==> src/sv/same_padded_conv2d_forward_unit_defines.svh <==
// Assertion macros used by the RTL of the convolution unit.
`ifndef SAME_PADDED_CONV2D_FORWARD_UNIT_DEFINES_SVH
`define SAME_PADDED_CONV2D_FORWARD_UNIT_DEFINES_SVH

`ifndef NO_ASSERTIONS

`define SCV_ASSERT(lbl, prop) \
  lbl: assert property (@(posedge clk) disable iff (!rst_n) prop) \
    else $error("scv assertion failed");

`define SCV_ASSERT_NEXT(lbl, pre, post) \
  lbl: assert property (@(posedge clk) disable iff (!rst_n) (pre) |=> (post)) \
    else $error("scv assertion failed");

`else

`define SCV_ASSERT(lbl, prop)

`define SCV_ASSERT_NEXT(lbl, pre, post)

`endif

`endif

==> src/sv/scv_pkg.sv <==
`default_nettype none
package scv_pkg;

  localparam int MAX_WIDTH    = 64;
  localparam int MAX_HEIGHT   = 64;
  localparam int MAX_KERNEL   = 7;
  localparam int MAX_CHANNELS = 16;

  localparam int KK     = MAX_KERNEL * MAX_KERNEL;
  localparam int WDEPTH = MAX_CHANNELS * KK;
  localparam int LDEPTH = MAX_KERNEL * MAX_WIDTH;
  localparam int PDEPTH = MAX_HEIGHT * MAX_WIDTH;

  localparam int COL_W   = $clog2(MAX_WIDTH);
  localparam int ROW_W   = $clog2(MAX_HEIGHT);
  localparam int CH_W    = $clog2(MAX_CHANNELS);
  localparam int KS_W    = $clog2(MAX_KERNEL);
  localparam int RING_W  = $clog2(MAX_KERNEL);
  localparam int GW_W    = $clog2(MAX_WIDTH + 1);
  localparam int GH_W    = $clog2(MAX_HEIGHT + 1);
  localparam int KW_W    = $clog2(MAX_KERNEL + 1);
  localparam int NC_W    = $clog2(MAX_CHANNELS + 1);
  localparam int WADDR_W = $clog2(WDEPTH);
  localparam int LADDR_W = $clog2(LDEPTH);
  localparam int PADDR_W = $clog2(PDEPTH);
  localparam int YW      = ROW_W + 2;
  localparam int XW      = COL_W + 2;

  localparam int FW_W   = 7;
  localparam int FH_W   = 7;
  localparam int KSZ_W  = 3;
  localparam int CNT_W  = 5;
  localparam int BIAS_W = 48;
  localparam int IDX_W  = 10;
  localparam int PIX_W  = 16;
  localparam int WT_W   = 16;
  localparam int PROD_W = PIX_W + WT_W;
  localparam int ACC_W  = 48;
  localparam int APB_AW = 6;
  localparam int APB_DW = 64;

  localparam logic [ACC_W-1:0] OUT_MAX = {1'b0, {(ACC_W-1){1'b1}}};
  localparam logic [ACC_W-1:0] OUT_MIN = {1'b1, {(ACC_W-1){1'b0}}};

  typedef enum logic [2:0] {
    REG_FRAME_WIDTH   = 3'd0,
    REG_FRAME_HEIGHT  = 3'd1,
    REG_KERNEL_SIZE   = 3'd2,
    REG_CHANNEL_COUNT = 3'd3,
    REG_BIAS_VALUE    = 3'd4
  } cfg_idx_t;

  typedef enum logic [1:0] {
    S_IDLE,
    S_TAP,
    S_DRAIN,
    S_SUM
  } state_t;

  typedef struct packed {
    logic [GW_W-1:0]          w;
    logic [GH_W-1:0]          h;
    logic [KW_W-1:0]          k;
    logic [KW_W-1:0]          s;
    logic [NC_W-1:0]          nc;
    logic signed [BIAS_W-1:0] bias;
    logic                     restart;
  } geom_t;

endpackage
`default_nettype wire

==> src/sv/scv_cfg.sv <==
`default_nettype none
module scv_cfg (
  input  wire logic                          clk,
  input  wire logic                          rst_n,
  input  wire logic                          psel,
  input  wire logic                          penable,
  input  wire logic                          pwrite,
  input  wire logic [scv_pkg::APB_AW-1:0]    paddr,
  input  wire logic [scv_pkg::APB_DW-1:0]    pwdata,
  output logic      [scv_pkg::APB_DW-1:0]    prdata,
  output logic                               pready,
  output scv_pkg::geom_t                     geom
);

  logic [scv_pkg::FW_W-1:0]   fw_r;
  logic [scv_pkg::FH_W-1:0]   fh_r;
  logic [scv_pkg::KSZ_W-1:0]  ks_r;
  logic [scv_pkg::CNT_W-1:0]  nc_r;
  logic [scv_pkg::BIAS_W-1:0] bias_r;
  logic                       wr;
  scv_pkg::cfg_idx_t          idx;
  logic [scv_pkg::KSZ_W-1:0]  kodd;

  assign wr     = psel & penable & pwrite;
  assign idx    = scv_pkg::cfg_idx_t'(paddr[scv_pkg::APB_AW-1:3]);
  assign pready = 1'b1;

  always_ff @(posedge clk) begin
    if (!rst_n) begin
      fw_r   <= scv_pkg::FW_W'(8);
      fh_r   <= scv_pkg::FH_W'(8);
      ks_r   <= scv_pkg::KSZ_W'(3);
      nc_r   <= scv_pkg::CNT_W'(1);
      bias_r <= '0;
    end else begin
      if (wr) begin
        case (idx)
          scv_pkg::REG_FRAME_WIDTH: begin
            fw_r <= pwdata[scv_pkg::FW_W-1:0];
          end
          scv_pkg::REG_FRAME_HEIGHT: begin
            fh_r <= pwdata[scv_pkg::FH_W-1:0];
          end
          scv_pkg::REG_KERNEL_SIZE: begin
            ks_r <= pwdata[scv_pkg::KSZ_W-1:0];
          end
          scv_pkg::REG_CHANNEL_COUNT: begin
            nc_r <= pwdata[scv_pkg::CNT_W-1:0];
          end
          scv_pkg::REG_BIAS_VALUE: begin
            bias_r <= pwdata[scv_pkg::BIAS_W-1:0];
          end
          default: begin
          end
        endcase
      end
    end
  end

  always_comb begin
    case (idx)
      scv_pkg::REG_FRAME_WIDTH:   prdata = scv_pkg::APB_DW'(fw_r);
      scv_pkg::REG_FRAME_HEIGHT:  prdata = scv_pkg::APB_DW'(fh_r);
      scv_pkg::REG_KERNEL_SIZE:   prdata = scv_pkg::APB_DW'(ks_r);
      scv_pkg::REG_CHANNEL_COUNT: prdata = scv_pkg::APB_DW'(nc_r);
      scv_pkg::REG_BIAS_VALUE:    prdata = scv_pkg::APB_DW'(bias_r);
      default:                    prdata = '0;
    endcase
  end

  assign kodd = ks_r | scv_pkg::KSZ_W'(1);

  always_comb begin
    if (fw_r == '0) begin
      geom.w = scv_pkg::GW_W'(1);
    end else if (scv_pkg::GW_W'(fw_r) > scv_pkg::GW_W'(scv_pkg::MAX_WIDTH)) begin
      geom.w = scv_pkg::GW_W'(scv_pkg::MAX_WIDTH);
    end else begin
      geom.w = scv_pkg::GW_W'(fw_r);
    end
    if (fh_r == '0) begin
      geom.h = scv_pkg::GH_W'(1);
    end else if (scv_pkg::GH_W'(fh_r) > scv_pkg::GH_W'(scv_pkg::MAX_HEIGHT)) begin
      geom.h = scv_pkg::GH_W'(scv_pkg::MAX_HEIGHT);
    end else begin
      geom.h = scv_pkg::GH_W'(fh_r);
    end
    if (nc_r == '0) begin
      geom.nc = scv_pkg::NC_W'(1);
    end else if (scv_pkg::NC_W'(nc_r) > scv_pkg::NC_W'(scv_pkg::MAX_CHANNELS)) begin
      geom.nc = scv_pkg::NC_W'(scv_pkg::MAX_CHANNELS);
    end else begin
      geom.nc = scv_pkg::NC_W'(nc_r);
    end
    if (scv_pkg::KW_W'(kodd) > scv_pkg::KW_W'(scv_pkg::MAX_KERNEL)) begin
      geom.k = scv_pkg::KW_W'(scv_pkg::MAX_KERNEL);
    end else begin
      geom.k = scv_pkg::KW_W'(kodd);
    end
    geom.s       = geom.k >> 1;
    geom.bias    = $signed(bias_r);
    geom.restart = wr && (idx inside {scv_pkg::REG_FRAME_WIDTH, scv_pkg::REG_FRAME_HEIGHT,
                                      scv_pkg::REG_KERNEL_SIZE, scv_pkg::REG_CHANNEL_COUNT});
  end

endmodule
`default_nettype wire

==> config.mk <==
export PLATFORM = sky130hd
export DESIGN_NAME = scv_cfg
export DESIGN_NICKNAME = d
export VERILOG_FILES = /design/src/sv/same_padded_conv2d_forward_unit_defines.svh /design/src/sv/scv_pkg.sv /design/src/sv/scv_cfg.sv
export SDC_FILE = /design/constraint.sdc
export NUM_CORES = 1
export LEC_CHECK = 0
export BUFFER_PORTS_ARGS = -buffer_cell sky130_fd_sc_hd__buf_2
export CAP_MARGIN = 20
export CELL_PAD_IN_SITES_DETAIL_PLACEMENT = 1
export CELL_PAD_IN_SITES_GLOBAL_PLACEMENT = 1
export CORE_MARGIN = 5
export CORE_UTILIZATION = 28
export DETAILED_ROUTE_END_ITERATION = 12
export HOLD_SLACK_MARGIN = 0.1
export PLACE_DENSITY = 0.79
export SYNTH_ARGS = -nofsm -noshare
export SYNTH_HDL_FRONTEND = slang
export SYNTH_SLANG_ARGS = --single-unit
==> constraint.sdc <==
create_clock -name clk -period 1.1 [get_ports clk]
set_input_delay 0.055 -clock clk [delete_from_list [all_inputs] [get_ports clk]]
set_output_delay 0.055 -clock clk [all_outputs]
set_load 0.01 [all_outputs]
# == After elaboration in Yosys (flattened, before gate mapping) ==
# Cells that the tools add are included.
# totals
regBits,70
input_bits,75
out_inout_bits,139
word_cells,34
# op_classes
order_cmp,4
eq_ne,4
n_mux,8
bitwise_logic,2
n_reduce_logical,11
# op_table
cell,n
48-bit one-hot mux with 5 select lines,1
7-bit two-way mux,4
7-bit greater-than comparator (second input constant),2
7-bit zero test,2
5-bit two-way mux,2
2-bit AND reduction,5
3-bit by 2-bit equality test with 1-bit output (second input constant),2
5-bit greater-than comparator (second input constant),1
5-bit zero test,1
4-bit nonzero test,1
3-bit by 1-bit equality test with 1-bit output (second input constant),1
3-bit equality test (second input constant),1
3-bit greater-than comparator (second input constant),1
3-bit zero test,1
3-bit two-way mux,1
1-bit AND,2
1-bit logical AND,1

# == Longest topological paths before layout ==
# logic_depth
depth_word,3
depth_mapped,5
depth_no_buf,3

# == Worst setup path before layout ==
# OpenSTA, ideal clock, no wires.
# synth_path
path_type,in2reg
startpoint,in paddr[3] (netlist name)
endpoint,reg bias_r[16] (netlist name)
setup_time_ps,72
arrival_time_ps,1045
t_required_ps,1028
setup_slack_ps,-17
cell_stages,5
n_path_buf,3
path_cell_list,buf_2 -> nor4b_4 -> buf_6 -> buf_6 -> mux2i_1
# synth_via
elab_chain_cells,2
# synth_rtl
element,line_no,text
start: declaration,scv_cfg.sv:8,"input wire logic [scv_pkg::APB_AW-1:0] paddr,"
3-bit equality test,scv_cfg.sv:37,case (idx)
2-bit AND reduction (no line),--,
end signal: assignment,scv_cfg.sv:51,bias_r <= pwdata[scv_pkg::BIAS_W-1:0];
end: declaration,scv_cfg.sv:19,logic [scv_pkg::BIAS_W-1:0] bias_r;
# No other way between the ends.
# A chain may end at the register's enable or synchronous reset.

==> impl_metrics.py <==
metrics = {
    "run_status": {
        "result_of_the_run": "complete, but fails checks",
        "violated_checks": "setup timing",
    },
    "sta": {
        "rsz_0062_raised_after_global_routing": "true",
        "fin_hold_ws_ns": 0.133,
        "finalClockSkew_ns": 0,
        "final_min_period_over_clock_period": 1.19,
        "hold_viol": 0,
        "report.final.setup_viol": 24,
        "fmaxAchievable_ghz": 0.762,
        "timing.final.crit_period_ns": 1.31,
        "postLayoutSetupSlackWorst_ns": -0.213,
        "slew_violations": 0,
    },
    "detailed_routing": {
        "wl_um": 15400,
        "drcViolationCount": 0,
        "final_antenna_net_count": 0,
        "drt_iter0_markers": 158,
        "avgViaCountPerCell": 4.56,
        "num_vias": 3879,
        "first_pass_iters": 4,
        "route.detailed.wl_per_inst_um": 18.1,
    },
    "global_route": {
        "grt_usage": 0.183,
        "globalRoute.totalOverflow": 0,
        "number_of_global_route_vias_before_repair": 4282,
        "grt_antenna_before_repair": 0,
        "wire_length_of_the_first_global_routing_pass_um": 23100,
        "grt_max_degree": 64,
    },
    "hold_path": {
        "holdCritStartpoint": "rst_n",
        "timing.hold.worst_path_depth": 3,
        "worstHoldPathType": "in2reg",
        "timing.hold.worst_endpoint": "nc_r[3]",
    },
    "setup_path": {
        "crit-reg2reg-launch": "fh_r[5]",
        "worst_setup_path_end_kind": "output port",
        "reg2reg_to": "fh_r[5]",
        "critical_path.startpoint_type": "flop",
        "worstPathArrival_ns": 1.26,
        "crit_fanout": 4,
        "crit_required_ns": 1.04,
        "timing.reg2reg.worst_path_depth": 4,
        "r2r_setup_slk_ns": 0.24,
        "setup.worst_path.class": "reg2out",
    },
    "logic_synthesis": {
        "synth_top_area_share": 0.384,
        "number_of_synthesized_register_bits": 70,
        "yosysWarnings": 0,
        "synthesis.area_mm2": 0.00365,
        "post_synth_inst_count": 426,
        "synth_cell_types": 28,
        "asr_flop_ratio_synth": 0,
        "cell_accounting_for_the_most_synthesized_area": "dfxtp_1",
        "syn_avg_cell_area_um2": 8.58,
        "cells_taking_the_most_area_after_synthesis": "dfxtp_1 (38%), mux2i_1 (22%), nand2_1 (12%)",
        "synth.yosys.seq_area_share": 0.384,
        "synthFlopType": "dfxtp_1",
        "synth_enable_flop_cells": 0,
    },
    "cts": {
        "tritoncts": "yes",
        "cts_inserted_buffers": 9,
        "worst_skew_pair.late_latency_ns": 0.32,
        "htree_num_levels": 3,
        "ctsRootBufferMaster": "clkbuf_16",
        "clkSlewWorstSetupHoldPaths_ns": 0.06,
        "cts.sink_count": 70,
        "cts.path.max_buffers": 2,
    },
    "place": {
        "place_congestion": 0.795,
        "dpl.cell_count": 768,
        "dpl.hpwl_um": 9010,
        "place.port_buffers": 175,
    },
    "floorplanning": {
        "floorplan.initialDensity": 0.287,
        "die_height_um": 124,
        "die_x_um": 124,
        "boundaryPins": 214,
        "dieArea_mm2": 0.0154,
        "std_cell_rows": 41,
        "core_region_area_mm2": 0.0127,
    },
    "layout": {
        "flow.area_growth_from_synthesis_pct": 76.6,
        "layout_commonest_cell": "buf_2",
        "final_layout_net_count": 749,
        "core_occupancy_in_the_finished_layout": 0.507,
        "antennaDiodeCount": 0,
        "drive_above_1_share": 0.475,
        "number_of_standard_cells_in_the_layout_taps_in_and_fillers_out": 850,
        "layout.cells.most_common_list": "buf_2 (126), nand2_1 (115), mux2i_1 (79), buf_6 (58), dlygate4sd3_1 (50)",
    },
    "run": {
        "cap_violations": 0,
    },
    "pwr": {
        "max-vdd-ir-drop_mv": 0.735,
        "power_density_mw_per_mm2": 1030,
        "cellLeakagePower_nw": 2.96,
    },
}
[cell families after synthesis]
logic type,synth area share
buf+inv,0.0938
simple gates,0.271
flops,0.384
compound gates,0.0305
mux,0.219
other cells,0.00206
[per-layer routing]
metal | part of all wire | vias up | global-route usage | wire length (um)
met5 | 0 | - | 0 | 0
met4 | 0.019 | 0 | 0.0606 | 291
met3 | 0.055 | 25 | 0.0506 | 852
met2 | 0.56 | 136 | 0.343 | 8550
met1 | 0.37 | 1884 | 0.196 | 5690
li1 | - | 1834 | - | -
[critical path, cell delays in order, from the launching register on]
cell	delay, ns
dfxtp_4	0.37
nor3_4	0.19
a21oi_2	0.08
nor2_1	0.14
buf_2	0.15
[state kept, by name, summed over array words and instances, names as in the netlist]
signal	flops
ks_r	3
nc_r	5
bias_r	48
fw_r	7
fh_r	7
[cells in the mapped netlist, drive strengths merged, types with 2 or more instances]
library cell / n
nand2: 115
mux2i: 80
dfxtp: 70
and2: 42
buf: 34
nor2b: 22
clkbuf: 21
nor2: 10
o21ai: 7
nor3: 5
a2bb2oi: 4
o21a: 3
a21oi: 2
conb: 2
nand3b: 2
[metrics by stage]
| step | total power, mW | worst slack [ns] | setup TNS [ns] | instance area [um2] |
|---|---|---|---|---|
| 2_1_floorplan | 2.96 | 0.00869 | 0 | 3730 |
| 3_3_place_gp | 3.14 | -0.183 | -12.34 | 4770 |
| 3_5_place_dp | 3.16 | -0.235 | -14.80 | 4770 |
| 4_1_cts | 6.70 | -0.210 | -2.97 | 6120 |
| 5_1_grt | 6.94 | -0.280 | -4.43 | 6450 |
| 6_report | 6.67 | -0.213 | -2.47 | 6450 |
[worst max-delay path by stage]
stage               cells past startpoint         end  slack [ns]     start
floorplan                               4     fw_r[0]       0.009  paddr[5]
global placement                        7   prdata[3]       -0.18  paddr[3]
detailed placement                      5  bias_r[31]       -0.24    pwrite
CTS                                     4   prdata[0]       -0.21   fw_r[0]
global route                            4    geom[60]       -0.28   fh_r[1]
finish                                  4    geom[60]       -0.21   fh_r[1]
[what timing repair did]
item                                   CTS  global route
buffers inserted                        10             6
endpoints found under the hold margin   68             0
setup endpoints to repair               60            62
resized for setup                       93            84
gates cloned                             6             0
pin swaps                                9            11
hold buffers                            50             0
[final cells by class]
| type | instances | area (um2) |
|---|---|---|
| fillers | 1460 | 6270 |
| repair buffers | 275 | 2260 |
| multi-input cells | 318 | 2190 |
| clock inverters | 4 | 95.1 |
| well taps | 172 | 215 |
| clock buffers | 11 | 243 |
| flip-flops and latches | 70 | 1450 |
[report_power, final]
part | internal (mW) | switching [mW] | total, mW
logic | 0.420 | 0.387 | 0.807
registers | 2.54 | 0.0188 | 2.56
clock network | 2.26 | 1.05 | 3.31
Note: power is estimated with default switching activity, not from simulation.
