### src/sv/same_padded_conv2d_forward_unit_defines.svh
// Assertion macros used by the RTL of the convolution unit.
`ifndef SAME_PADDED_CONV2D_FORWARD_UNIT_DEFINES_SVH
`define SAME_PADDED_CONV2D_FORWARD_UNIT_DEFINES_SVH

`ifndef NO_ASSERTIONS

`define SCV_ASSERT(lbl, prop) \
  lbl: assert property (@(posedge clk) disable iff (!rst_n) prop) \
    else $error("scv assertion failed");

`define SCV_ASSERT_NEXT(lbl, pre, post) \
  lbl: assert property (@(posedge clk) disable iff (!rst_n) (pre) |=> (post)) \
    else $error("scv assertion failed");

`else

`define SCV_ASSERT(lbl, prop)

`define SCV_ASSERT_NEXT(lbl, pre, post)

`endif

`endif

### src/sv/scv_pkg.sv
`default_nettype none
package scv_pkg;

  localparam int MAX_WIDTH    = 64;
  localparam int MAX_HEIGHT   = 64;
  localparam int MAX_KERNEL   = 7;
  localparam int MAX_CHANNELS = 16;

  localparam int KK     = MAX_KERNEL * MAX_KERNEL;
  localparam int WDEPTH = MAX_CHANNELS * KK;
  localparam int LDEPTH = MAX_KERNEL * MAX_WIDTH;
  localparam int PDEPTH = MAX_HEIGHT * MAX_WIDTH;

  localparam int COL_W   = $clog2(MAX_WIDTH);
  localparam int ROW_W   = $clog2(MAX_HEIGHT);
  localparam int CH_W    = $clog2(MAX_CHANNELS);
  localparam int KS_W    = $clog2(MAX_KERNEL);
  localparam int RING_W  = $clog2(MAX_KERNEL);
  localparam int GW_W    = $clog2(MAX_WIDTH + 1);
  localparam int GH_W    = $clog2(MAX_HEIGHT + 1);
  localparam int KW_W    = $clog2(MAX_KERNEL + 1);
  localparam int NC_W    = $clog2(MAX_CHANNELS + 1);
  localparam int WADDR_W = $clog2(WDEPTH);
  localparam int LADDR_W = $clog2(LDEPTH);
  localparam int PADDR_W = $clog2(PDEPTH);
  localparam int YW      = ROW_W + 2;
  localparam int XW      = COL_W + 2;

  localparam int FW_W   = 7;
  localparam int FH_W   = 7;
  localparam int KSZ_W  = 3;
  localparam int CNT_W  = 5;
  localparam int BIAS_W = 48;
  localparam int IDX_W  = 10;
  localparam int PIX_W  = 16;
  localparam int WT_W   = 16;
  localparam int PROD_W = PIX_W + WT_W;
  localparam int ACC_W  = 48;
  localparam int APB_AW = 6;
  localparam int APB_DW = 64;

  localparam logic [ACC_W-1:0] OUT_MAX = {1'b0, {(ACC_W-1){1'b1}}};
  localparam logic [ACC_W-1:0] OUT_MIN = {1'b1, {(ACC_W-1){1'b0}}};

  typedef enum logic [2:0] {
    REG_FRAME_WIDTH   = 3'd0,
    REG_FRAME_HEIGHT  = 3'd1,
    REG_KERNEL_SIZE   = 3'd2,
    REG_CHANNEL_COUNT = 3'd3,
    REG_BIAS_VALUE    = 3'd4
  } cfg_idx_t;

  typedef enum logic [1:0] {
    S_IDLE,
    S_TAP,
    S_DRAIN,
    S_SUM
  } state_t;

  typedef struct packed {
    logic [GW_W-1:0]          w;
    logic [GH_W-1:0]          h;
    logic [KW_W-1:0]          k;
    logic [KW_W-1:0]          s;
    logic [NC_W-1:0]          nc;
    logic signed [BIAS_W-1:0] bias;
    logic                     restart;
  } geom_t;

endpackage
`default_nettype wire

### src/sv/scv_mac.sv
`default_nettype none
module scv_mac (
  input  wire logic                             clk,
  input  wire logic                             rst_n,
  input  wire logic                             clr,
  input  wire logic                             tap_vld,
  input  wire logic signed [scv_pkg::PIX_W-1:0] pix,
  input  wire logic signed [scv_pkg::WT_W-1:0]  wt,
  output logic signed      [scv_pkg::ACC_W-1:0] acc
);

  logic signed [scv_pkg::PROD_W-1:0] prod_r;
  logic                              vld_r;
  logic signed [scv_pkg::ACC_W-1:0]  acc_r;

  always_ff @(posedge clk) begin
    prod_r <= pix * wt;
  end

  always_ff @(posedge clk) begin
    if (!rst_n) begin
      vld_r <= 1'b0;
      acc_r <= '0;
    end else begin
      vld_r <= tap_vld;
      if (clr) begin
        acc_r <= '0;
      end else if (vld_r) begin
        acc_r <= acc_r + scv_pkg::ACC_W'(prod_r);
      end
    end
  end

  assign acc = acc_r;

endmodule
`default_nettype wire

### config.mk
export PLATFORM = sky130hd
export DESIGN_NAME = scv_mac
export DESIGN_NICKNAME = d
export VERILOG_FILES = /design/src/sv/same_padded_conv2d_forward_unit_defines.svh /design/src/sv/scv_pkg.sv /design/src/sv/scv_mac.sv
export SDC_FILE = /design/constraint.sdc
export NUM_CORES = 1
export LEC_CHECK = 0
export BUFFER_PORTS_ARGS = -buffer_cell sky130_fd_sc_hd__buf_2
export CELL_PAD_IN_SITES_DETAIL_PLACEMENT = 0
export CELL_PAD_IN_SITES_GLOBAL_PLACEMENT = 1
export CORE_MARGIN = 2
export CORE_UTILIZATION = 50
export DETAILED_ROUTE_END_ITERATION = 7
export PLACE_DENSITY = 0.81
export SYNTH_ARGS = -nofsm -noshare
export SYNTH_HDL_FRONTEND = slang
export SYNTH_SLANG_ARGS = --single-unit
export TNS_END_PERCENT = 1
### constraint.sdc
create_clock -name clk -period 10.1 [get_ports clk]
set_input_delay 2.02 -clock clk [delete_from_list [all_inputs] [get_ports clk]]
set_output_delay 2.02 -clock clk [all_outputs]
set_load 0.05 [all_outputs]
== Word-level counts from Yosys, hierarchy flattened ==
Cells that the tools add are included.

* Word-level logic and storage cells: 7
* Input port bits: 36
* Flip-flop bits (word level): 81
* Output and inout port bits: 48

* Bitwise gates (word level): 1
* Reductions and logical operators: 1
* $add $sub $neg: 1
* Multipliers: 1

{| class="wikitable"
|+ Operator list
! cell !! number
|-
| $add A48 B32 Y48 || 1
|-
| $mul A16 B16 Y32 || 1
|-
| $reduce_or A2 Y1 || 1
|-
| $not A1 Y1 || 1
|}

== Logic depth before layout (Yosys ltp) ==
Gate-level depths: netlist of run 1.

* Depth in word-level cells: 2
* Mapped depth: 26
* Depth with buffers taken out: 25

== Worst setup path before layout of run 1 ==
OpenSTA, ideal clock, no wires.

* Kind: input-to-reg
* Start point: in wt[7] (netlist name)
* End point: reg prod_r[31] (netlist name)
* Library setup time: 0.072 ns
* Path buffers: 1
* Data arrival time: 7.679 ns
* Path slack: 2.349 ns
* Stages on the path: 25
* Required time: 10.028 ns
* Cells stage by stage: clkbuf_1 > nand2_1 > fa_1 > inv_1 > fa_1 > inv_1 > fa_1 > inv_1 > fa_1 > fa_1 > inv_1 > fa_1 > inv_1 > ha_1 > a21o_1 > a21o_1 > a21oi_1 > nor2b_1 > a311oi_1 > o211ai_1 > a31o_2 > a21oi_1 > o21bai_1 > a21oi_1 > xnor2_1

* Longest elaborated chain between the ends: 1

{| class="wikitable"
|+ Ends and longest elaborated chain
! element !! RTL line !! RTL
|-
| from (decl) || scv_mac.sv:8 || <nowiki>input wire logic signed [scv_pkg::WT_W-1:0] wt,</nowiki>
|-
| $mul A16 B16 Y32 || scv_mac.sv:17 || <nowiki>prod_r <= pix * wt;</nowiki>
|-
| to (signal assigned) || scv_mac.sv:17 ||
|-
| to (decl) || scv_mac.sv:12 || <nowiki>logic signed [scv_pkg::PROD_W-1:0] prod_r;</nowiki>
|}

No other way between the ends.
A chain may end at the register's enable or synchronous reset.

== Final worst setup path of run 1 ==
* Start point: in pix[7] (netlist name)
* End point: reg prod_r[31] (netlist name)

* Longest elaborated chain between the ends: 1

{| class="wikitable"
|+ Ends and longest elaborated chain
! element !! RTL line !! RTL
|-
| from (decl) || scv_mac.sv:7 || <nowiki>input wire logic signed [scv_pkg::PIX_W-1:0] pix,</nowiki>
|-
| $mul A16 B16 Y32 || scv_mac.sv:17 ||
|}

No other way between the ends.

==> results.toml, run 1 <==
[critical_path]
cpPeakStageDelay_ps = 540
path_delay_family = "adder cells"
worstPathRequired_ps = 10320
critPathKind = "input pin to register"
worst_ep_arrival_time_ps = 8150
crit_fanout = 16
worstSetupEndpointType = "register"
timing.critical_path.buf_inv = 6
cp_num_cells = 25
start_kind = "input pin"
critPathMostFrequentCell = "fa_1"
critPathSlowestCell = "fa_1"
rr_worst_depth = 12

[global_routing]
track_usage = 0.2347
antenna_found_initial = 0
grt_max_degree = 50
grt_pass1_wl_mm = 58.38
grt.overflow.total = 0
grt_pass1_vias = 11620

[synth]
synth_edf_count = 0
ys_types = 70
yosysWarningCount = 0
syn_inst = 1650
ys_ff_latch = 81
synthFlopType = "dfxtp_1"
async_flop_share = 0
avgSynthCellArea_um2 = 8.909
seq_area_frac_synth = 0.1103
synth_area_um2 = 14700
syn_nets = 2078

[clock_tree]
cts_buffer_depth = 2
post-cts-setup-buffers = 0
cts_resized = 0
clock_sinks = 81
cts_root_buf = "clkbuf_16"
cts_inserted_buffers = 9
cts_tree = "yes"
clk_pin_slew_ps = 60
hold_buffers = 0
insertion_delay_ps = 340
htree_levels = 3

[sta]
final.min_clock_period_ps = 7930
finalSetupTns_ps = 0
setup_viol = 0
fmax_mhz = 126.1
hold_slack_ps = 473.3
setup_slack_ps = 2170
relSlewSlack = 0.4434
rsz0062_at_grt = "no"
skew_ps = 5.681
post-route-period-util = 0.7852
slew_viol_final = 0
worst_pin_slew_ps = 834.0
finalHoldViolCount = 0

[run_status]
outcome = "finished, final reports clean"

[die]
die_h_um = 175.5
initial_utilization = 0.5094
fp.coreArea_um2 = 28860
ios = 84
dieArea_um2 = 30790
rows = 62
die_x_um = 175.5

[min_path]
worstHoldPathCells = 2
hold_path.class = "register to register"

[drt]
wire_per_inst_um = 16.31
vias = 10890
drc = 0
drt-pass1-iter-count = 5
ant_nets = 0
wirelength_mm = 33.91
drt-initial-drc-count = 530
detail_route.vias_per_cell = 5.237

[finish]
nets = 2118
syn_to_final_growth_pct = 6.707
nFillCells = 2692
final_core_util = 0.5435
antenna_cells = 0
seq_area_um2 = 1623
drive_above_1_share = 0.07198
multiInputGateArea_um2 = 11610

[place]
portBuffers = 83
globalplace.congestion = 0.8793
pre_cts_ws_ps = 1755
dp_hpwl_mm = 27.80

[flow_run]
maxCapViolCount = 0
## final cells by class
type                       instances  area share
timing repair buffer              86     0.02792
clock buffer                      11     0.01484
sequential                        81      0.1035
tap                              384     0.03063
inverter                         331     0.07921
clock inverter                     5    0.003590
multi-input combinational       1181      0.7404
## Yosys cell counts (all sizes together), types with 10 or more instances
cell / instances / area share
inv: 331 / 0.085
fa: 263 / 0.36
nand2: 157 / 0.040
ha: 129 / 0.11
and2: 125 / 0.053
nor2: 93 / 0.024
dfxtp: 81 / 0.11
a21oi: 66 / 0.023
xnor2: 56 / 0.033
clkbuf: 52 / 0.013
o21ai: 44 / 0.015
a21o: 34 / 0.017
mux2i: 25 / 0.017
nand3: 19 / 0.0065
xor2: 18 / 0.011
a211oi: 15 / 0.0080
nor3: 14 / 0.0048
nor2b: 13 / 0.0055
nand4: 10 / 0.0043
## placed cells by master (no fill, tap or decap), types with 13 or more instances in the layout
master | synthesis | layout
a211oi_1 | 14 | 14
a21o_1 | 34 | 34
a21oi_1 | 63 | 63
and2_1 | 125 | 125
buf_2 | 1 | 83
dfxtp_1 | 81 | 80
fa_1 | 263 | 263
ha_1 | 129 | 129
inv_1 | 331 | 331
mux2i_1 | 25 | 25
nand2_1 | 157 | 157
nand3_1 | 19 | 19
nor2_1 | 93 | 93
nor2b_1 | 13 | 13
nor3_1 | 14 | 14
o21ai_0 | 39 | 39
xnor2_1 | 56 | 56
xor2_1 | 18 | 18
## per-layer routing
metal  track usage  routed length, µm  vias up
met3       0.04589               2092       34
met4       0.04339                353        0
met2        0.3839              15340      271
met1        0.3282              16130     5352
li1              -                  -     5230
met5             0                  0        -
## worst reg2reg max path, cell delays in order (launching register included)
cell and delay, ps:
dfxtp_1 850, ha_1 440, a21oi_1 190, o21ai_0 110
a31oi_1 240, and3b_1 250, o211ai_2 140, a41oi_2 380
o21bai_2 170, a2111oi_4 450, o31ai_1 140, nor2b_1 150
mux2i_1 180
## worst paths after layout
kind,endpoint,slack (ps),from
setup / recovery,prod_r[31],2170,pix[7]
hold / removal,acc[47],470,acc[47]
setup reg to reg,acc[47],6340,prod_r[31]
hold reg to reg,acc[47],470,acc[47]
## registers in the layout (all words and copies together), names as in the netlist
| name | cells |
|---|---|
| prod_r | 32 |
| vld_r | 1 |
| acc | 48 |
## per-stage QoR
step                cell area (µm²)  instances
floorplan                     14700       1650
global placement              15400       2063
detailed placement            15400       2063
CTS                           15690       2079
global route                  15690       2079
finish                        15690       2079
## kinds of logic (layout without fill, tap and decap cells)
logic type / Yosys count / count (layout) / synth area share
simple gates: 465 / 465 / 0.1543
fa+ha+maj: 392 / 392 / 0.4680
buf+inv: 388 / 433 / 0.09968
compound gates: 225 / 225 / 0.1066
flops: 81 / 81 / 0.1103
xor+xnor: 74 / 74 / 0.04409
mux: 25 / 25 / 0.01702
Power of run 1 is not shown: default switching activity piles up to over one toggle a cycle in this logic, so the estimate is an artifact.
==> inputs of run 2 (changes only) <==
Clock period 10.1 ns to 7.8 ns, I/O delays scaled along.
==> run 2 against run 1 <==
  * Via count is 0.25% lower
  * Largest cell class unchanged
  * Final area up 0.73%
  * Non-clock buffer count is 14 higher
  * Critical path type unchanged
  * Sequential share of layout area is 0.075 points lower
  * Core utilization rose by 0.39 points
  * Register-to-register slack lost 2200 ps
==> results.toml, run 2 (synthesized netlist as in run 1, its figures left out) <==
[finish]
mostFrequentLayoutCells = "331 x inv_1, 263 x fa_1, 157 x nand2_1"
antenna_cells = 0
final_common_cell = "inv_1"
drive_above_1_share = 0.07958
syn_to_final_growth_pct = 7.482
nets = 2132
largest_reg_flops = 48

[drt]
detail_route.vias_per_cell = 5.189
drt-initial-drc-count = 547
vias = 10860
wire_per_inst_um = 15.92
ant_nets = 0
drt-pass1-iter-count = 5
wirelength_mm = 33.31
drc = 0

[critical_path]
path_delay_family = "adder cells"
start_kind = "input pin"
critPathKind = "input pin to register"
cpPeakStageDelay_ps = 550
worst_ep_arrival_time_ps = 7460
critPathMostFrequentCell = "fa_1"
worstPathRequired_ps = 8020
worstSetupEndpointType = "register"
crit_fanout = 16
critPathSlowestCell = "fa_1"
timing.critical_path.buf_inv = 5
path_cells = "buf_2, nand2_1, fa_1, fa_1, fa_1, inv_1, fa_1, fa_1, inv_1, fa_1, inv_1, ha_1, a21o_1, a21o_1, a21oi_1, nor2b_1, a311oi_1, buf_4, o211ai_1, a31o_2, a21oi_1, o21bai_1, a21oi_1, xnor2_1"

[die]
fp.coreArea_um2 = 28860
die_h_um = 175.5
dieArea_um2 = 30790
ios = 84
die_x_um = 175.5
rows = 62
initial_utilization = 0.5094

[clock_tree]
insertion_delay_ps = 340
htree_levels = 3
cts_resized = 0
cts_root_buf = "clkbuf_16"
clk_pin_slew_ps = 60
cts_tree = "yes"
cts_buffer_depth = 2
clock_sinks = 81
hold_buffers = 0
post-cts-setup-buffers = 0
cts_inserted_buffers = 9

[sta]
finalSetupTns_ps = 0
skew_ps = 10.26
finalHoldViolCount = 0
final.min_clock_period_ps = 7241
worst_pin_slew_ps = 819.9
post-route-period-util = 0.9283
slew_viol_final = 0
setup_viol = 0
fmax_mhz = 138.1
rsz0062_at_grt = "no"
relSlewSlack = 0.4528

[run_status]
outcome = "finished, final reports clean"

[place]
globalplace.congestion = 0.8675
portBuffers = 83
dp_hpwl_mm = 27.49

[global_routing]
grt_max_degree = 50
track_usage = 0.2293
grt_pass1_wl_mm = 57.44
grt.overflow.total = 0
grt_pass1_vias = 11560
antenna_found_initial = 0

[flow_run]
maxCapViolCount = 0

[min_path]
hold_path.class = "register to register"
## run 2: path summary, 6_finish.rpt
check	from	to	slack [ps]	cells after the start
setup / recovery	wt[1]	prod_r[31]	560	24
hold / removal	acc[47]	acc[47]	480	2
setup reg to reg	prod_r[31]	acc[47]	4110	12
hold reg to reg	acc[47]	acc[47]	480	2
## run 2: cell type report
| class | instances | area [µm²] |
|---|---|---|
| inverters | 331 | 1242 |
| multi-input cells | 1181 | 11610 |
| fillers | 2685 | 13060 |
| repair buffers | 100 | 543.0 |
| well taps | 384 | 480.5 |
| flip-flops and latches | 81 | 1623 |
| clock buffers | 12 | 246.5 |
| clock inverters | 4 | 51.30 |
## run 2: routing by layer
layer  vias up  part of all wire  global-route usage
li1       5257                 -                   -
met1      5315              0.48              0.3179
met2       253              0.46              0.3868
met3        35             0.051             0.03182
met4         0             0.015             0.04545
met5         -                 0                   0
## run 2: tightest hold or removal path: stages, from the launching register on
cell and delay [ps]:
dfxtp_1 320, nand2_1 60, mux2i_1 60
## run 2: metrics by stage
| stage | setup WS [ps] | instances | cell area, µm² | util | hold WS [ps] |
|---|---|---|---|---|---|
| 2_1_floorplan | 508.8 | 1650 | 14700 | - | 550.8 |
| 3_3_place_gp | 262.3 | 2077 | 15500 | 0.5372 | 453.9 |
| 3_5_place_dp | 203.7 | 2077 | 15500 | 0.5372 | 471.2 |
| 4_1_cts | 566.1 | 2093 | 15800 | 0.5475 | 481.1 |
| 5_1_grt | 161.9 | 2093 | 15800 | 0.5475 | 510.9 |
| 6_report | 559.0 | 2093 | 15800 | 0.5475 | 479.6 |
Power of run 2 is left out for the same reason.
