## config.mk

```make
export PLATFORM = sky130hd
export DESIGN_NAME = scv_ram
export DESIGN_NICKNAME = d
export VERILOG_FILES = /design/src/sv/same_padded_conv2d_forward_unit_defines.svh /design/src/sv/scv_ram.sv
export SDC_FILE = /design/constraint.sdc
export NUM_CORES = 1
export LEC_CHECK = 0
export BUFFER_PORTS_ARGS = -buffer_cell sky130_fd_sc_hd__buf_2
export CELL_PAD_IN_SITES_DETAIL_PLACEMENT = 1
export CELL_PAD_IN_SITES_GLOBAL_PLACEMENT = 1
export CORE_MARGIN = 1
export CORE_UTILIZATION = 56
export CTS_CLUSTER_DIAMETER = 150
export CTS_CLUSTER_SIZE = 30
export DETAILED_ROUTE_END_ITERATION = 7
export MAX_ROUTING_LAYER = met4
export PLACE_DENSITY = 0.9
export SYNTH_ARGS = -nofsm -noshare
export SYNTH_HDL_FRONTEND = slang
export SYNTH_SLANG_ARGS = --single-unit
```

## constraint.sdc

```tcl
create_clock -name clk -period 3.5 [get_ports clk]
set_clock_uncertainty 0.2 [all_clocks]
set_input_delay 0.35 -clock clk [delete_from_list [all_inputs] [get_ports clk]]
set_output_delay 0.35 -clock clk [all_outputs]
set_load 0.02 [all_outputs]
```

## src/sv/same_padded_conv2d_forward_unit_defines.svh

```systemverilog
// Assertion macros used by the RTL of the convolution unit.
`ifndef SAME_PADDED_CONV2D_FORWARD_UNIT_DEFINES_SVH
`define SAME_PADDED_CONV2D_FORWARD_UNIT_DEFINES_SVH

`ifndef NO_ASSERTIONS

`define SCV_ASSERT(lbl, prop) \
  lbl: assert property (@(posedge clk) disable iff (!rst_n) prop) \
    else $error("scv assertion failed");

`define SCV_ASSERT_NEXT(lbl, pre, post) \
  lbl: assert property (@(posedge clk) disable iff (!rst_n) (pre) |=> (post)) \
    else $error("scv assertion failed");

`else

`define SCV_ASSERT(lbl, prop)

`define SCV_ASSERT_NEXT(lbl, pre, post)

`endif

`endif

```

## src/sv/scv_ram.sv

```systemverilog
`default_nettype none
module scv_ram #(
  parameter int WIDTH = 16,
  parameter int DEPTH = 64
) (
  input  wire logic                     clk,
  input  wire logic                     we,
  input  wire logic [$clog2(DEPTH)-1:0] waddr,
  input  wire logic [WIDTH-1:0]         wdata,
  input  wire logic [$clog2(DEPTH)-1:0] raddr,
  output logic      [WIDTH-1:0]         rdata
);

  logic [WIDTH-1:0] mem [DEPTH];
  logic [WIDTH-1:0] rdata_r;

  always_ff @(posedge clk) begin
    if (we) begin
      mem[waddr] <= wdata;
    end
    rdata_r <= mem[raddr];
  end

  assign rdata = rdata_r;

endmodule
`default_nettype wire

```

Word level (Yosys, flattened, before mapping) --
Memory sizes are Yosys's and may differ from the RTL's. A register that Yosys moved wholly into a read port is not among the register bits. Index checks and enable logic that the tools add are counted.
Word-level totals: bits of input ports 30, memories 1, memory bits (writable) 1024, output and inout bits 16, logic and storage cells 3, register bits after elaboration 0
Cells by class: mux-type cells 2
Memories:
- mem | depth 64, width 16, rd ports 1, clocked after memory_dff 1, wr ports 1, RTL line scv_ram.sv:14 | logic [WIDTH-1:0] mem [DEPTH];
Operators with widths (count):
- $mux W1 | 2

Longest topological paths before layout --
Gate-level depths: netlist (run 1).
depth in word-level cells 2, depth in mapped cells 10, depth with buffers taken out 5

Least setup slack after synthesis (run 1) --
Ideal clock, no wire load.
path type input to register, start in waddr[3], end mem mem[48][0], enable pin, library setup time 0.409 ns, cell stages on the path 4, slack 0.915 ns, data required time 2.891 ns, path buffers 1, arrival 1.976 ns, path through clkbuf_1 nor2b_1 nand4b_1 nor3_1
RTL lines:
- start, declared | RTL line scv_ram.sv:8 | input wire logic [$clog2(DEPTH)-1:0] waddr,
- end, declared | RTL line scv_ram.sv:14
Straight into the memory's write port.

==> qor.txt, run 1 <==
Main combinational cell family by area after synthesis - multiplexers
PortBufs - 45
Max FO, Critical Path - 46
Hold crit path type - in -> reg
Share of cells above drive strength 1 - 24.8%
Gate count of the mapped netlist - 1829
Worst Setup SP - raddr[2]
Core ar. - 70400 µm²
Max-slew violations - 0
Die area - 72600 µm²
Reg clk slew, reported paths - 110 ps
Flops & latches, synth - 1040
YS warnings - 0
Fin crit share - 90.2%
Status - finished, final reports clean
Max VDD drop - 0.371 mV
GRT Resource Usage Total - 30.4%
Hold_buf cts - 0
Flop pwr share - 66.0%
Average vias per placed instance - 6.80
Post-synth EDFFs - 1024
Sequential area share after synthesis - 77.6%
RR Startpoint - mem[22][14]
Maxcap violations - 0
Clock power share - 27.5%
WP data arrival - 3460 ps
DR DRC count - 0
Clock sink count - 1040
Post-route ant nets - 0
Slew headroom - 2.79%
PD cells - 486 nW/µm²
Main flop type after synthesis - edfxtp_1
Post-synthesis compound-gate area fraction - 2.41%
Final setup margin - 341 ps
Syn_nets - 1859
Setup-failing EPs final - 0
CP endpoint kind - register
NetSw - 4.49 mW
CTS buffer count - 40
Critical Path RT - 3810 ps
DP HPWL - 68.4 mm
Final wirelength - 106 mm
Routed vias - 19900
DRT Pass-1 Iters - 8
Number of cell rows - 97
Synth-to-layout area growth - 7.79%
Worst Setup EP - rdata[2]
Largest net degree at the start of global routing - 65
Ys async rst share - 0%
First DRT Iteration DRCs - 2868
Nets - 1990
Vias in the first global route - 20800
RSZ-0062 raised after global routing - false
Post-Route Utilization - 61.3%
Cts repair resizes - 0
Crit Path Class - in -> reg
Htree depth - 2
Min Tclk post-route - 3160 ps
Sw Ratio - 21.4%
Synth Area in Adders - 0%
Initial antenna violation count - 11
Logic pwr share - 6.6%
Worst r2r dst - rdata[14]
Reg2Reg Depth - 5
GP Congestion - 0.911
First-pass GRT wire length - 151 mm
Die width - 269 µm
WL per Instance - 36.3 µm
Clock insertion delay at the later pin of the skew report - 640 ps
Hold Fails Final Rpt - 0
Lkg Pwr - 13.5 nW
Post-Synth XOR/XNOR Area - 0%
Root Buffer - clkbuf_16
Post-synthesis simple-gate area fraction - 2.65%
Int Power - 16.5 mW
CTS tree - done
Setup WS pre-CTS - -80.7 ps
Critical Path Start Type - input pin
Grt ovf - 0
Multiplexer area fraction after synthesis - 15.5%
I/O pins - 46
Unique masters post-synth - 43
Flop2flop setup slack - 1050 ps
Die Y - 269 µm
Longest Clk Path Bufs - 3
Fmax - 317 MHz
Starting Density - 56.9%
Syn avg cell area - 21.9 µm²
Mapped Area - 40000 µm²
Postcts setup bufs - 0
Slew @ Worst Pin - 1460 ps
==> synthesized netlist by cell type, drive strengths merged, types with 2 or more instances <==
library cell	number	area, µm²
a211oi	8	60.1
clkbuf	27	108
nor4	3	37.5
a211o	8	70.1
nand3b	2	15.0
a221o	6	60.1
mux4	224	5060
edfxtp	1024	30700
nand2b	3	18.8
mux2i	85	851
dfxtp	16	320
nand2	60	233
a41oi	5	43.8
mux2	27	304
o21ai	8	40.0
a311oi	8	70.1
a21oi	17	85.1
and2	2	12.5
a22o	6	52.6
a31oi	8	50.1
a22oi	39	293
nand3	24	120
nor2	74	283
and4	5	43.8
nor3	2	10.0
nor2b	30	188
nand4	12	75.1
a221oi	16	140
buf	77	626
==> layout make-up <==
class,count,area [µm²]
antenna,9,22.5
sequential,1040,31100
fill,5821,27200
multi-input combinational,685,8250
timing repair buffer,193,1520
clock buffer,63,1110
clock inverter,1,11.3
tap,940,1180
==> flip-flops by register name (all words and copies together), names as in the netlist <==
signal,cells
rdata,16
mem,1024
==> power groups by stage <==
stage	Sequential (mW)	Clock (mW)	Combinational (mW)
after floorplan	14.1	0	0.714
after global placement	14.1	0	1.27
after detailed placement	14.1	0	1.36
after CTS	13.8	5.79	1.37
after global routing	13.8	6.09	1.42
final	13.8	5.76	1.38
==> cell usage in the layout, fill, tap and decap left out, drive strengths merged <==
cell	n
a221oi	16
a22oi	39
nand4	12
a21oi	17
a31oi	8
mux2i	85
nor2	74
nor2b	30
nand4b	1
and2	2
nand2	60
or3	1
nor3	2
mux4	224
clkbuf	64
mux2	27
dfxtp	16
nand3b	2
nand3	24
a211oi	8
or3b	1
buf	192
and4	5
a311oi	8
a221o	6
o21ai	8
edfxtp	1024
a41oi	5
a22o	6
a211o	8
nand2b	3
inv	1
nor4	3
diode	9
==> worst max-delay path: stages <==
cell and delay [ps]:
clkbuf_8 420, buf_12 250, nor2b_1 680, a22oi_1 260, a41oi_1 510, o21ai_0 530
and4_1 400
==> how the worst min path moves through the flow <==
stage,from,end,slack [ps],cells past startpoint
2_1_floorplan,wdata[0],mem[0][0],250,0
3_5_place_dp,rdata[6],rdata[6],610,1
5_1_grt,wdata[12],mem[39][12],60,1
6_report,wdata[12],mem[39][12],60,1
4_1_cts,wdata[12],mem[39][12],40,1
3_3_place_gp,rdata[6],rdata[6],610,1
==> metrics by stage <==
step / total power [mW] / cells / setup TNS [ps] / hold WS [ps] / instance area [µm²]
floorplan: 14.8 / 1829 / 0 / 249 / 40000
global placement: 15.4 / 2858 / 0 / 609 / 42000
detailed placement: 15.5 / 2858 / -80.7 / 610 / 42000
CTS: 21.0 / 2922 / 0 / 36.1 / 43100
global route: 21.4 / 2929 / 0 / 61.2 / 43200
finish: 21.0 / 2931 / 0 / 57.3 / 43200
==> routing by layer <==
| layer | share of wire, % | global-route usage [%] |
|---|---|---|
| met5 | 0 | - |
| met4 | 3.7 | 10.6 |
| met3 | 10 | 5.00 |
| met2 | 50 | 49.4 |
| met1 | 36 | 39.5 |
==> kinds of logic after synthesis <==
logic type | after synthesis
compound gates | 129
buf+inv | 104
flops | 1040
mux | 336
simple gates | 220
No activity file was read; power rests on OpenSTA's default activity.
==> inputs of run 2 (changes only) <==
CELL_PAD_IN_SITES_DETAIL_PLACEMENT = unset   (was 1)
CELL_PAD_IN_SITES_GLOBAL_PLACEMENT = unset   (was 1)
CORE_UTILIZATION = 63   (was 56)
PLACE_DENSITY = 0.79   (was 0.9)
==> run 2 against run 1 <==
Net effect:
- via count fell by 2.0%
- count of clock-buffer cells in the layout fell by 6
- power fell by 0.52%
- register-to-register slack got worse by 60 ps
- sequential share of layout area rose by 0.23 points
- routed wire length fell by 12%
- final area fell by 0.32%
- first-iteration DRC count fell by 5.7%
- worst hold slack got worse by 1.6 ps
- clock power fell by 0.9%
- critical endpoint is now rdata[3]
- largest cell class unchanged
- highest routed layer unchanged
==> qor.txt, run 2 (same netlist as run 1, synthesis figures left out) <==
WL per Instance - 32.9 µm (-9.3%)
Die width - 254 µm (-5.7%)
GRT Resource Usage Total - 30.7% (+0.22 points)
Final wirelength - 93.3 mm (-12%)
Setup WS pre-CTS - 202 ps (+282 ps)
Longest Clk Path Bufs - 3 (unchanged)
Overall Power - 20.9 mW (-0.52%)
Hold crit path type - in -> reg
Initial antenna violation count - 5 (-6)
Maxcap violations - 0 (unchanged)
GP Congestion - 0.910 (-0.13%)
DR DRC count - 0 (unchanged)
Critical Path Start Type - input pin
Routed vias - 19500 (-2.0%)
Max FO, Critical Path - 53 (+15%)
CTS buffer count - 40 (unchanged)
RSZ-0062 raised after global routing - false
Hold_buf cts - 0 (unchanged)
Clock insertion delay at the later pin of the skew report - 650 ps (about the same)
Slew headroom - 8.41% (+5.6 points)
Setup total negative slack - 0 ps (unchanged)
Reg2Reg Depth - 5 (unchanged)
Hold path depth - 3 (+2)
WP data arrival - 3030 ps (-430 ps)
Clock sink count - 1040 (unchanged)
Post-Route Utilization - 68.3% (+7.0 points)
DP HPWL - 58.7 mm (-14%)
DRT Pass-1 Iters - 5 (-3)
Crit Path Class - in -> reg
Min Tclk post-route - 2730 ps (-424 ps)
PD cells - 485 nW/µm² (-0.20%)
Fmax - 366 MHz (+16%)
Max VDD drop - 0.371 mV (+0.11%)
Largest net degree at the start of global routing - 65 (unchanged)
Most frequent cells in the layout - 1024 x edfxtp_1, 220 x mux4_2, 147 x buf_4
Number of flip-flops in the largest register - 1024 (unchanged)
Vias in the first global route - 18900 (-9.0%)
Fin crit share - 78.1% (-12 points)
Post-route ant nets - 0 (unchanged)
Crit path largest cell delay - 690 ps (about the same)
Crit-path slowest cell - a31oi_1
Number of cell rows - 92 (-5.2%)
CTS tree - done
Family with the most delay on the worst path - compound AO/OA/AOI/OAI gates
Status - finished, final reports clean
Nets - 1997 (+0.35%)
Lkg Pwr - 13.5 nW (+0.13%)
Crit path cell chain - clkbuf_8 -> buf_12 -> buf_4 -> mux4_2 -> mux2i_1 -> a22oi_1 -> a31oi_1 -> a311oi_1
Reg with most FFs - mem
Final setup margin - 765 ps (+424 ps)
Starting Density - 63.6% (+6.7 points)
Placed Cells - 2771 (-3.0%)
Synth-to-layout area growth - 7.44%
Die Y - 254 µm (-5.7%)
CP Depth - 8 (+1)
First DRT Iteration DRCs - 2704 (-5.7%)
CP bufs+invs - 3 (+1)
Share of cells above drive strength 1 - 25.2% (+0.42 points)
Most common cell after layout, fill and taps aside - edfxtp_1
CP endpoint kind - register
Hold Startpoint - waddr[0]
Reg clk slew, reported paths - 120 ps (about the same)
Worst Setup SP - raddr[2]
RR Startpoint - mem[23][3]
Core ar. - 63000 µm² (-11%)
Slew @ Worst Pin - 1370 ps (-84.3 ps)
PortBufs - 45 (unchanged)
Root Buffer - clkbuf_16
Htree depth - 2 (unchanged)
Postcts setup bufs - 0 (unchanged)
I/O pins - 46 (unchanged)
Hold Fails Final Rpt - 0 (unchanged)
Grt ovf - 0 (unchanged)
Die area - 64600 µm² (-11%)
Cts repair resizes - 0 (unchanged)
Setup-failing EPs final - 0 (unchanged)
Post-Layout Cell Count - 2837 (-3.2%)
Average vias per placed instance - 6.89 (+1.2%)
Max-slew violations - 0 (unchanged)
Critical Path RT - 3790 ps (-20 ps)
First-pass GRT wire length - 134 mm (-11%)
==> run 2: changes by cell type in the layout (fill, tap and decap cells not counted), sizes merged <==
cell    delta
buf        +7
clkbuf     -6
diode      -3
inv        +2
==> run 2: worst register-to-register path: stages (launching register included) <==
cell and delay (ps):
edfxtp_1 390, mux4_2 470, mux2i_1 290, a22oi_1 210, a31oi_1 690, a311oi_1 110
==> run 2: final cells by class <==
class	instances	area [µm²]
Clock buffer	57	1090
Tap cell	846	1060
Timing Repair Buffer	200	1510
Clock inverter	3	28.8
Sequential cell	1040	31100
Fill cell	3799	19900
Antenna cell	6	15.0
Multi-Input combinational cell	685	8250
==> run 2: routing by layer <==
layer / track usage, % / vias to the layer above / share of wire, %
met5: - / - / 0
met4: 9.62 / 0 / 3.4
met3: 5.55 / 163 / 11
met2: 47.1 / 1244 / 48
met1: 42.6 / 10300 / 37
li1: - / 7882 / -
==> run 2: where the power goes <==
group	switching [mW]	total, mW	internal [mW]
Sequential	0.0434	13.8	13.8
Clock	3.50	5.71	2.21
Combinational	0.865	1.35	0.485
Total	4.41	20.9	16.5
==> run 2: final timing paths <==
kind,to,slack (ps)
max,rdata[3],770
min,mem[35][15],60
max reg2reg,rdata[3],990
min reg2reg,rdata[2],700
==> run 2: stage by stage <==
stage	cell area (µm²)	hold slack [ps]
4_1_cts	43000	29.4
3_3_place_gp	41900	570
3_5_place_dp	41900	587
2_1_floorplan	40000	249
5_1_grt	43000	43.6
6_report	43000	55.7
==> inputs of run 3 (changes only) <==
CORE_UTILIZATION = 56   (was 63)
PLACE_DENSITY = 0.74   (was 0.79)
clock period = 2.3 ns   (was 3.5 ns; I/O delays follow)
==> run 3 against run 2 <==
Net effect:
- routed wire length decreased by 2.0%
- utilization decreased by 5.0 points
- global-route usage shrank 4.5 points
- cell count is 6.8% higher
- die area grew 12%
- via count decreased by 0.39%
- critical endpoint is now mem[44][15]
- final area up 3.6%
- highest routed layer unchanged
- largest cell class unchanged
- critical path depth shrank 1
==> qor.txt, run 3 (same netlist as run 1, synthesis figures left out) <==
Status - finished, final reports clean
Max FO, Critical Path - 16 (-70%)
Slew @ Worst Pin - 849 ps (-525 ps)
Most common cell after layout, fill and taps aside - edfxtp_1
Crit path cell chain - dlygate4sd3_1 -> buf_2 -> nor2b_1 -> nand2_1 -> buf_4 -> nor2_1 -> buf_12
Filler Cell Count - 4611 (+21%)
Fmax - 463 MHz
Nets - 2094 (+4.9%)
Int Power - 25.2 mW (+53%)
Final wirelength - 91.5 mm (-2.0%)
Placed Cells - 2952 (+6.5%)
Setup WS pre-CTS - -361 ps (-563 ps)
Core ar. - 70400 µm² (+12%)
Worst r2r dst - rdata[3]
Starting Density - 56.9% (-6.7 points)
Maxcap violations - 0 (unchanged)
WL per Instance - 30.2 µm (-8.2%)
Longest Clk Path Bufs - 3 (unchanged)
Reg with most FFs - mem
Flop pwr share - 65.9% (-0.3 points)
Hold Fails Final Rpt - 0 (unchanged)
Average vias per placed instance - 6.43 (-6.7%)
Postcts setup bufs - 0 (unchanged)
Post-route ant nets - 0 (unchanged)
Hold crit path type - in -> reg
Max VDD drop - 0.561 mV (+51%)
Max-slew violations - 0 (unchanged)
Critical Path RT - 2430 ps (-1360 ps)
PD cells - 715 nW/µm² (+47%)
CTS tree - done
CP endpoint kind - register
GP Congestion - 0.877 (-3.6%)
Number of cell rows - 97 (+5.4%)
Post-Layout Cell Count - 3029 (+6.8%)
NetSw - 6.65 mW (+51%)
Reg clk slew, reported paths - 110 ps (about the same)
WP data arrival - 2290 ps (-740 ps)
Number of flip-flops in the largest register - 1024 (unchanged)
Flop2flop setup slack - 160 ps (-830 ps)
Lkg Pwr - 14.1 nW (+4.7%)
Worst Setup EP - mem[44][15]
Clock power share - 27.1% (-0.3 points)
Initial antenna violation count - 9 (+4)
First DRT Iteration DRCs - 2602 (-3.8%)
DP HPWL - 58.4 mm (-0.52%)
Die width - 269 µm (+6.0%)
Overall Power - 31.9 mW (+53%)
Setup total negative slack - 0 ps (unchanged)
Vias in the first global route - 19600 (+3.6%)
Worst Setup SP - waddr[2]
First-pass GRT wire length - 133 mm (-0.63%)
Share of cells above drive strength 1 - 28.1% (+2.9 points)
Logic pwr share - 7.0% (+0.5 points)
Critical Path Start Type - input pin
Synth-to-layout area growth - 11.3%
I/O pins - 46 (unchanged)
Min Tclk post-route - 2160 ps
RSZ-0062 raised after global routing - false
Grt ovf - 0 (unchanged)
Crit-path slowest cell - dlygate4sd3_1
Fin crit share - 93.8%
Htree depth - 2 (unchanged)
FF/Latch Area - 31100 µm² (unchanged)
GRT Resource Usage Total - 26.2% (-4.5 points)
Setup-failing EPs final - 0 (unchanged)
Clock sink count - 1040 (unchanged)
Final setup margin - 142 ps (-623 ps)
Slew headroom - 43.4% (+35 points)
DR DRC count - 0 (unchanged)
Multi-input gate area - 8250 µm² (unchanged)
Die Y - 269 µm (+6.0%)
DRT Pass-1 Iters - 6 (+1)
Crit path largest cell delay - 560 ps (-130 ps)
Routed vias - 19500 (-0.39%)
Die area - 72600 µm² (+12%)
Largest net degree at the start of global routing - 65 (unchanged)
PortBufs - 45 (unchanged)
Sw Ratio - 20.9% (-0.24 points)
Most frequent cells in the layout - 1024 x edfxtp_1, 220 x mux4_2, 180 x buf_4
CTS buffer count - 40 (unchanged)
Clock insertion delay at the later pin of the skew report - 620 ps (-30 ps)
Reg2Reg Depth - 6 (+1)
RR Startpoint - mem[20][3]
Root Buffer - clkbuf_16
Crit Path Class - in -> reg
## run 3: worst max-delay path, delay by kind of cell
kind | cells | cell delay, ps
buf+inv | 4 | 1260
simple gates | 3 | 780
## run 3: layer usage
layer  up-vias  share of wire [%]  global-route usage (%)
met4         0                3.8                    9.52
met1     10200                 38                    34.9
met3       149                8.5                    3.22
met5         -                  0                       -
met2      1008                 50                    42.1
li1       8070                  -                       -
## run 3: timing repair
item	in CTS	in global routing
gates resized for setup	0	0
hold buffers	10	0
hold endpoints to repair	264	0
## run 3: cell type report
class                      instances  share of cell area (%)
antenna                            9                  0.0505
clock buffer                      57                    2.44
timing repair buffer             297                    6.60
clock inverter                     1                  0.0253
sequential                      1040                    69.7
multi-input combinational        685                    18.5
tap                              940                    2.64
## run 3: worst min-delay path by stage
stage                  start         end  slack, ps  cells past startpoint
CTS                 wdata[7]  mem[61][7]          7                      1
finish              wdata[7]  mem[37][7]         30                      1
detailed placement  rdata[3]    rdata[3]        480                      1
floorplan           wdata[0]   mem[0][0]        130                      0
global route        wdata[7]  mem[55][7]         20                      1
global placement    rdata[3]    rdata[3]        480                      1
## run 3: power by group through the flow
stage	clock [mW]	combinational, mW	sequential, mW
6_report	8.63	2.23	21.0
5_1_grt	9.26	2.33	21.0
4_1_cts	8.72	2.23	21.0
3_5_place_dp	0	2.21	21.4
3_3_place_gp	0	2.16	21.4
2_1_floorplan	0	1.09	21.5
## run 3: per-stage QoR
stage / util (%) / hold WS [ps] / cell area, µm²
after floorplan: - / 129 / 40100
after global placement: 61.6 / 476 / 43300
after detailed placement: 61.6 / 476 / 43300
after CTS: 63.3 / 6.53 / 44500
after global routing: 63.3 / 23.5 / 44500
final: 63.3 / 25.5 / 44600
